$ cat config.mk
export PLATFORM = sky130hd
export DESIGN_NAME = fpcb_front
export DESIGN_NICKNAME = d
export VERILOG_FILES = /design/src/hdl/fpcb_pkg.sv /design/src/hdl/fpcb_front.sv
export SDC_FILE = /design/constraint.sdc
export NUM_CORES = 1
export LEC_CHECK = 0
export BUFFER_PORTS_ARGS = -buffer_cell sky130_fd_sc_hd__buf_2
export CORE_UTILIZATION = 56
export CTS_BUF_LIST = sky130_fd_sc_hd__clkbuf_4 sky130_fd_sc_hd__clkbuf_8 sky130_fd_sc_hd__clkbuf_16
export DETAILED_ROUTE_END_ITERATION = 16
export PLACE_DENSITY = 0.89
export SLEW_MARGIN = 20
export SYNTH_ARGS = -nofsm -noshare
export SYNTH_HDL_FRONTEND = slang
export SYNTH_SLANG_ARGS = --single-unit
$ cat constraint.sdc
create_clock -name clock -period 5.7 [get_ports clock]
set_input_delay 1.14 -clock clock [delete_from_list [all_inputs] [get_ports clock]]
set_output_delay 1.14 -clock clock [all_outputs]
set_load 0.01 [all_outputs]
$ cat src/hdl/fpcb_pkg.sv
// Shared types, widths and constants for the frustum plane and corner builder.
package fpcb_pkg;

   localparam int unsigned QUEUE_DEPTH = 4;
   localparam int unsigned DATA_W = 32;
   localparam int unsigned THRESH_W = 16;

   localparam logic [DATA_W-1:0] SAT_POS = 32'h7fff_ffff;
   localparam logic [DATA_W-1:0] SAT_NEG = 32'h8000_0000;

   typedef struct packed {
      logic [3:0]        index;
      logic [DATA_W-1:0] value;
      logic              last;
   } load_type;

   typedef struct packed {
      logic              kind;
      logic [2:0]        index;
      logic [DATA_W-1:0] x;
      logic [DATA_W-1:0] y;
      logic [DATA_W-1:0] z;
      logic [DATA_W-1:0] w;
      logic [2:0]        sign;
      logic              valid;
      logic              last;
   } result_type;

   localparam logic KIND_PLANE  = 1'b0;
   localparam logic KIND_CORNER = 1'b1;

   function automatic logic [DATA_W-1:0] sat_mag(input logic neg, input logic [63:0] mag,
                                                 input logic over);
      logic [DATA_W-1:0] r;
      if (neg) begin
         if (over || mag > 64'h8000_0000) r = SAT_NEG;
         else r = DATA_W'(64'd0 - mag);
      end else begin
         if (over || mag > 64'h7fff_ffff) r = SAT_POS;
         else r = mag[DATA_W-1:0];
      end
      return r;
   endfunction

endpackage

$ cat src/hdl/fpcb_front.sv
// Front end: accepts matrix elements and queues load commands.
module fpcb_front
   import fpcb_pkg::*;
#(
   parameter int unsigned DEPTH = QUEUE_DEPTH
) (
   input  logic     clock,
   input  logic     reset,
   input  logic     push,
   input  load_type push_data,
   output logic     full,
   output logic     q_valid,
   output load_type q_data,
   input  logic     q_take
);
   localparam int unsigned AW = (DEPTH > 1) ? $clog2(DEPTH) : 1;

   load_type          mem [DEPTH];
   logic [AW-1:0]     wr_ff, wr_in, rd_ff, rd_in;
   logic [AW:0]       cnt_ff, cnt_in;
   logic              do_push, do_pop;

   assign full    = (cnt_ff == (AW+1)'(DEPTH));
   assign q_valid = (cnt_ff != '0);
   assign q_data  = mem[rd_ff];
   assign do_push = push && !full;
   assign do_pop  = q_take && q_valid;

   always_comb begin
      wr_in  = wr_ff;
      rd_in  = rd_ff;
      cnt_in = cnt_ff;
      if (do_push) wr_in = (wr_ff == AW'(DEPTH-1)) ? '0 : wr_ff + 1'b1;
      if (do_pop)  rd_in = (rd_ff == AW'(DEPTH-1)) ? '0 : rd_ff + 1'b1;
      if (do_push && !do_pop) cnt_in = cnt_ff + 1'b1;
      else if (do_pop && !do_push) cnt_in = cnt_ff - 1'b1;
   end

   always_ff @(posedge clock) begin
      if (reset) begin
         wr_ff  <= '0;
         rd_ff  <= '0;
         cnt_ff <= '0;
      end else begin
         wr_ff  <= wr_in;
         rd_ff  <= rd_in;
         cnt_ff <= cnt_in;
      end
      if (do_push) mem[wr_ff] <= push_data;
   end
endmodule

Word level (Yosys, flattened, before mapping). Memory sizes are Yosys's and may differ from the RTL's. A register that Yosys moved wholly into a read port is not among the register bits. Cells that the tools add are included.

Add/sub/neg operators: 4. Equal/unequal tests: 3. Muxes and demuxes: 8. Reduce and logical (&&, ||, !) cells: 9.

Operators by type and width (number): 2-bit 2-to-1 mux (4); 3-bit 2-to-1 mux (2); 2-bit by 1-bit adder with 2-bit output, second input constant (2); 2-bit equality test, second input constant (2); 1-bit logical AND (4); 3-bit by 1-bit adder with 3-bit output, second input constant (1); 3-bit equality test, second input constant (1); 1-bit zero test (3); 3-bit nonzero test (1); 3-bit by 1-bit subtractor with 3-bit output, second input constant (1); 1-bit 2-to-1 mux (2); 2-bit nonzero test (1).

Register bits: 7. Memory bits (writable): 148. Input bits: 41. Output and inout bits: 39. Logic and storage cells: 28. Memories kept: 1.

Memories: mem (depth 4, bits a word 37, rd ports 1, clocked after Yosys merged registers in 1, wr ports 1, line fpcb_front.sv:18) `load_type mem [DEPTH];`.

Depth between registers and ports, before layout. Gate-level depths: netlist of the first run.

Depth in word-level cells: 7. Mapped depth: 10. Gate-level depth less buffers: 9.

Worst setup path before layout of the first run. Ideal clock, no wire load.

Path kind: input to register. Start point: input push. End point: register cnt_ff[2]. Setup time: 70 ps. Arrival: 2600 ps. Data required time: 5630 ps. Path slack: 3030 ps. Stages on the path: 8. Buffers on the path: 0. Path through: bufinv_8 > nor2_2 > ha_1 > inv_1 > fa_1 > xor2_1 > or3_1 > a21oi_1.

Cells in the longest elaborated chain, start to end: 4.

RTL lines: start: declaration (line fpcb_front.sv:9) `input logic push,`; 1-bit logical AND (*) (line fpcb_front.sv:26) `assign do_push = push && !full;`; via do_push (line fpcb_front.sv:21) `logic do_push, do_pop;`; 1-bit zero test (line fpcb_front.sv:36) `else if (do_pop && !do_push) cnt_in = cnt_ff - 1'b1;`; 1-bit logical AND (line fpcb_front.sv:36); 2-bit nonzero test (no line); end signal: assignment (line fpcb_front.sv:47) `cnt_ff <= cnt_in;`; end: declaration (line fpcb_front.sv:20) `logic [AW:0] cnt_ff, cnt_in;`.

The timed path passes the listed nets; every way through them passes the cells marked *. A chain may end at the register's enable or synchronous reset.

==> results of run 1 <==
routing by layer:
layer / share of wire (%) / vias to the layer above
li1: - / 1204
met4: 1.1 / 0
met3: 4.1 / 12
met2: 53 / 90
met1: 42 / 1421
met5: 0 / -
logic make-up after synthesis:
| kind of cell | synth area share, % |
|---|---|
| buf+inv | 1.95 |
| fa+ha+maj | 1.63 |
| mux | 14.6 |
| xor+xnor | 0.300 |
| simple gates | 1.52 |
| compound gates | 0.856 |
| flops | 79.1 |
layout by cell type (no fill, tap or decap):
| master | n |
|---|---|
| dfxtp_2 | 2 |
| nor2_2 | 1 |
| clkbuf_8 | 1 |
| edfxtp_1 | 148 |
| mux4_2 | 37 |
| buf_2 | 79 |
| nand3_1 | 2 |
| xor2_1 | 2 |
| nand2_1 | 1 |
| o31ai_2 | 2 |
| inv_8 | 2 |
| diode_2 | 1 |
| or3_1 | 3 |
| nor3_1 | 1 |
| buf_4 | 1 |
| fa_1 | 1 |
| or3b_1 | 1 |
| inv_6 | 5 |
| o21ai_0 | 1 |
| bufinv_8 | 1 |
| ha_1 | 6 |
| bufinv_16 | 1 |
| and3_2 | 4 |
| nor2_1 | 3 |
| a21oi_1 | 3 |
| mux2i_1 | 2 |
| clkinv_8 | 1 |
| dfxtp_1 | 7 |
| clkbuf_16 | 16 |
| clkinv_4 | 3 |
| inv_1 | 3 |
| o21ai_1 | 1 |
| clkbuf_4 | 1 |
| clkinvlp_4 | 3 |
critical path: cells and delay by family (launching register included):
kind	cells	cell delay (ns)
buffers and inverters	2	0.58
flip-flops	1	0.88
multiplexers	1	0.57
registers in the layout (all words and copies together), names as in the netlist, named ones only:
signal  flops
cnt_ff      3
rd_ff       2
wr_ff       2
mem       148
layout make-up:
cell class	count	area, um2	area share (%)
tap	133	166	2.40
sequential	157	4630	66.9
antenna	1	2.50	0.0362
inverter	5	37.5	0.542
timing repair buffer	80	403	5.82
clock inverter	14	153	2.21
multi-input combinational	71	1110	16.0
clock buffer	18	422	6.09
power breakdown:
part	leakage (uW)	switching [uW]	total (uW)	internal, uW
logic	0.000674	272	563	291
clock network	0.000273	472	1070	602
registers	0.00143	91.8	1490	1400
metrics by stage:
stage | worst slack (ns) | instances | hold WS, ns
floorplan | 3.03 | 243 | 0.463
global placement | 2.52 | 446 | 0.468
detailed placement | 2.47 | 446 | 0.482
CTS | 1.90 | 478 | 0.499
global route | 1.79 | 478 | 0.524
finish | 2.01 | 479 | 0.503
final timing paths:
path,start,end,slack (ns),cells after the start
hold / removal,rd_ff[0]$_SDFFE_PP0P_,flop,0.50,2
hold reg to reg,rd_ff[0]$_SDFFE_PP0P_,flop,0.50,2
setup / recovery,flop,q_data[34],2.01,3
setup reg to reg,cnt_ff[0]$_SDFFE_PP0P_,cnt_ff[2]$_SDFFE_PP0P_,3.37,9
==> summary.md, run 1 <==
| Metric | Value |
|---|---|
| Status | finished clean |
| Routing usage on met3 | 4.26% |
| RD Place Congestion | 0.663 |
| Post-CTS setup buffer count | 0 |
| Post-synthesis register bit count | 157 |
| Post-synth ARST share | 0% |
| Longest Clk Path Bufs | 2 |
| Vias/cell | 5.69 |
| Via count | 2727 |
| Hold Fails Final Rpt | 0 |
| DIE HEIGHT | 104 um |
| Synth cell types | 27 |
| Die X | 104 um |
| Largest net degree at the start of global routing | 38 |
| Layout area overhead | 18.4% |
| Most frequent cell after synthesis | edfxtp_1 |
| Layout cells sized above 1 | 46.4% |
| Detailed router's first-iteration violation count | 118 |
| Top cells by count, synth | edfxtp_1 (148), mux4_2 (37), dfxtp_1 (9) |
| Highest Clock Rate | 271 MHz |
| TritonRoute pass-1 iters | 4 |
| Slowest CP cell | dfxtp_2 |
| Seq/Total Area, Yosys | 79.1% |
| Reg clk slew, reported paths | 0.06 ns |
| Die ar. | 0.0108 mm2 |
| Synth Flop Type | edfxtp_1 |
| CTS Sinks | 157 |
| Clock latency on the worst-skew pair | 0.51 ns |
| Average instance area after synthesis | 24.0 um2 |
| Layout net count | 380 |
| Avg WL per Cell | 21.1 um |
| Drc violations | 0 |
| Critical Path Sink Type | output pin |
| Post_cts resized | 0 |
| Synth area leader | edfxtp_1 |
| Yosys top cell area share | 76.1% |
| Final clock skew | 0.00813 ns |
| # port buffers | 79 |
| Max cap viols | 0 |
| Kind of critical path | flop to output pin |
| Detailed placement HPWL | 5750 um |
| Yosys warns | 0 |
| Detail Route Antenna Nets | 0 |
| Critical path's largest stage delay | 0.88 ns |
| Worst-margin pin slew | 0.992 ns |
| # rows | 36 |
| Final Core Density | 69.5% |
| Max Transition Viols Final | 0 |
| Met1 usage | 27.2% |
| Initial Util | 58.7% |
| CP cell instances | buf_4, mux4_2, buf_2 |
| Critical Path AT | 2.55 ns |
| GR Overflow Total | 0 |
| GR Util All Layers | 19.9% |
| Placed inst area | 0.00634 mm2 |
| CORE AREA | 0.00995 mm2 |
| Final cycle utilization of the critical path | 64.8% |
| Maximum fanout along the worst path | 24 |
| CTS tree | built |
| Worst setup SP type | flop |
| Final WL | 10100 um |
| Number of buffers created by CTS | 17 |
| Tot Pwr | 3130 uW |
| Slew margin rel. | 33.9% |
| Htree depth | 4 |
| First-pass GRT wire length | 15800 um |
| Initial antenna violation count | 0 |
| Syn Inst Count | 243 |
| RSZ-0062 raised after global routing | false |
| CTS Hold Bufs | 0 |
| Min Tclk post-route | 3.69 ns |
| Filler instances | 609 |
| Root buffer cell | clkbuf_8 |
| Top Usage Layer GRT | met2 |
| Vias in the first global route | 2785 |
| Largest cells by area after synthesis | edfxtp_1 (76%), mux4_2 (14%), dfxtp_1 (3.1%) |
| Syn nets | 291 |
| GR Util met2 | 32.3% |
| EDFF count, synth | 148 |
| Hold Crit Class | flop to flop |
| Peak VDD IR | 0.000233 V |
| Sum of negative setup slack | 0 ns |
| Setup Viol. Count Final | 0 |
| Design Area, Final | 0.00692 mm2 |
| Cell Area, Synth | 0.00584 mm2 |
| Num ports | 80 |
| Power Density | 452 mW/mm2 |
| CP Data Required Time | 4.56 ns |
| Leak | 0.00238 uW |
No activity file was read; power rests on OpenSTA's default activity.
==> run 2, diff against run 1 <==
--- a/config.mk
+++ b/config.mk
@@ -6,10 +6,10 @@
 export NUM_CORES = 1
 export LEC_CHECK = 0
 export BUFFER_PORTS_ARGS = -buffer_cell sky130_fd_sc_hd__buf_2
-export CORE_UTILIZATION = 56
+export CORE_UTILIZATION = 51
 export CTS_BUF_LIST = sky130_fd_sc_hd__clkbuf_4 sky130_fd_sc_hd__clkbuf_8 sky130_fd_sc_hd__clkbuf_16
 export DETAILED_ROUTE_END_ITERATION = 16
-export PLACE_DENSITY = 0.89
+export PLACE_DENSITY = 0.86
 export SLEW_MARGIN = 20
 export SYNTH_ARGS = -nofsm -noshare
 export SYNTH_HDL_FRONTEND = slang
==> constraint.sdc (replaced) <==
create_clock -name clock -period 3.25 [get_ports clock]
set_input_delay 0.65 -clock clock [delete_from_list [all_inputs] [get_ports clock]]
set_output_delay 0.65 -clock clock [all_outputs]
set_load 0.01 [all_outputs]
==> run 2 against run 1 <==
Net effect:
- sequential share of layout area shrank 0.78 points
- routed wire length down 4.6%
- count of clock-buffer cells in the layout unchanged
- final area rose by 1.2%
- sequential power rose by 72%
- first-iteration DRC count up 19%
- non-clock buffer count up 4
- largest cell class unchanged
==> summary.md, run 2 (synthesis gave the netlist of run 1 again) <==
| Metric | Value |
|---|---|
| Dpl ws | 0.786 ns |
| Layout cells sized above 1 | 46.6% |
| Filler instances | 758 |
| Final WL | 9650 um |
| Max Transition Viols Final | 0 |
| CTS Sinks | 157 |
| Worst R2R Start | cnt_ff[0]$_SDFFE_PP0P_ |
| Root buffer cell | clkbuf_16 |
| Initial Util | 53.2% |
| Detailed placement HPWL | 5870 um |
| First-pass GRT wire length | 14600 um |
| Post-CTS setup buffer count | 0 |
| Worst setup SP type | flop |
| Combinational Power Share | 18.7% |
| Sum of negative setup slack | 0 ns |
| Hold Crit Class | primary input to flop |
| Switching share of power | 24.2% |
| # port buffers | 79 |
| Most frequent cells in the layout | edfxtp_1 (148), buf_2 (79), mux4_2 (37) |
| CTS Hold Bufs | 0 |
| RSZ-0062 raised after global routing | false |
| Final clock skew | 0.00907 ns |
| GR Util All Layers | 17.7% |
| Commonest non-fill, non-tap cell in the layout | edfxtp_1 |
| Internal Power | 4260 uW |
| Highest Clock Rate | 372 MHz |
| Vias in the first global route | 2742 |
| TritonRoute pass-1 iters | 4 |
| Vias/cell | 5.51 |
| Antenna diodes | 0 |
| Final cycle utilization of the critical path | 82.8% |
| Reg clk slew, reported paths | 0.06 ns |
| Layout area overhead | 19.8% |
| Post_cts resized | 0 |
| CORE AREA | 0.0110 mm2 |
| Biggest register | mem |
| Hold Fails Final Rpt | 0 |
| Tot Pwr | 5620 uW |
| GR Overflow Total | 0 |
| Reg2Reg Setup Slack | 0.94 ns |
| RD Place Congestion | 0.705 |
| Worst-margin pin slew | 0.994 ns |
| Via count | 2687 |
| Peak VDD IR | 0.000460 V |
| Flop pwr share | 45.7% |
| Die ar. | 0.0119 mm2 |
| Number of buffers created by CTS | 17 |
| Critical path's largest stage delay | 0.61 ns |
| Setup Viol. Count Final | 0 |
| Num ports | 80 |
| Die X | 109 um |
| Clock latency on the worst-skew pair | 0.40 ns |
| Worst Hold End | mem[2][6]$_DFFE_PP_ |
| Kind of critical path | flop to output pin |
| Worst r2r dst | cnt_ff[2]$_SDFFE_PP0P_ |
| R2R cell count | 9 |
| Clock Power Share | 35.6% |
| Leak | 0.00242 uW |
| Min Hold Slack | 0.461 ns |
| Largest net degree at the start of global routing | 38 |
| CP Data Required Time | 2.60 ns |
| Power Density | 803 mW/mm2 |
| Detailed router's first-iteration violation count | 141 |
| Critical Path AT | 2.04 ns |
| Detail Route Antenna Nets | 0 |
| Critical Path Sink Type | output pin |
| Initial antenna violation count | 1 |
| Longest Clk Path Bufs | 2 |
| Htree depth | 4 |
| Min Tclk post-route | 2.69 ns |
| Drc violations | 0 |
| # rows | 38 |
| Slew margin rel. | 33.7% |
| Layout net count | 384 |
| Psw | 1360 uW |
| Hold Crit Start | push_data[6] |
| CTS tree | built |
| CP cell instances | buf_12, mux4_2, buf_2 |
| DIE HEIGHT | 109 um |
| Slowest CP cell | dfxtp_2 |
| Setup ws final | 0.559 ns |
| Max cap viols | 0 |
| Status | finished clean |
| Maximum fanout along the worst path | 26 |
| Avg WL per Cell | 19.8 um |
| Largest registers | mem: 148 flops, cnt_ff: 3 flops |
| Max reg flops | 148 |
| Hold path cells | 1 |
==> run 2: changes by cell type in the layout (fill, tap and decap cells not counted), sizes merged <==
cell      delta
inv          -7
bufinv       +3
diode        -1
buf          +4
clkinvlp     +1
clkinv       +2
==> run 2: critical path, delay by kind of cell (launching register included) <==
family,cells,cell delay (ns)
buffers and inverters,2,0.46
DFF,1,0.61
muxes,1,0.56
==> run 2: stage by stage <==
step           cell area [um2]  util [%]  std cells
2_1_floorplan             5840         -        243
3_3_place_gp              6390      58.2        457
3_5_place_dp              6390      58.2        457
4_1_cts                   7000      63.8        488
5_1_grt                   7000      63.8        488
6_report                  7000      63.8        488
==> run 2: cell type report <==
class | count | area [um2] | area share [%]
repair buffers | 84 | 445 | 6.36
clock inverters | 13 | 174 | 2.48
multi-input cells | 71 | 1110 | 15.9
flip-flops and latches | 157 | 4630 | 66.1
inverters | 5 | 37.5 | 0.536
clock buffers | 18 | 433 | 6.18
well taps | 140 | 175 | 2.50
==> run 2: worst max path at each step <==
| stage | to | startpoint | slack, ns | cells past startpoint |
|---|---|---|---|---|
| floorplan | cnt_ff[2]$_SDFFE_PP0P_ | push | 1.07 | 8 |
| global placement | cnt_ff[2]$_SDFFE_PP0P_ | push | 0.89 | 9 |
| detailed placement | cnt_ff[2]$_SDFFE_PP0P_ | push | 0.79 | 9 |
| CTS | q_data[15] | flop | 0.47 | 3 |
| global route | q_data[26] | flop | 0.41 | 3 |
| finish | q_data[30] | flop | 0.56 | 3 |
==> run 2: per-layer routing <==
layer	GRT usage, %	up-vias	part of all wire, %
met4	5.21	0	0.53
met5	0	-	0
met2	28.9	77	53
met3	6.63	6	5.4
li1	-	1203	-
met1	22.2	1401	42
==> run 2: power groups by stage <==
stage	logic, uW	clock network, uW	registers, uW
after floorplan	768	0	2540
after global placement	1040	0	2600
after detailed placement	1070	0	2620
after CTS	1070	2030	2570
after global routing	1150	2120	2600
final	1050	2000	2570
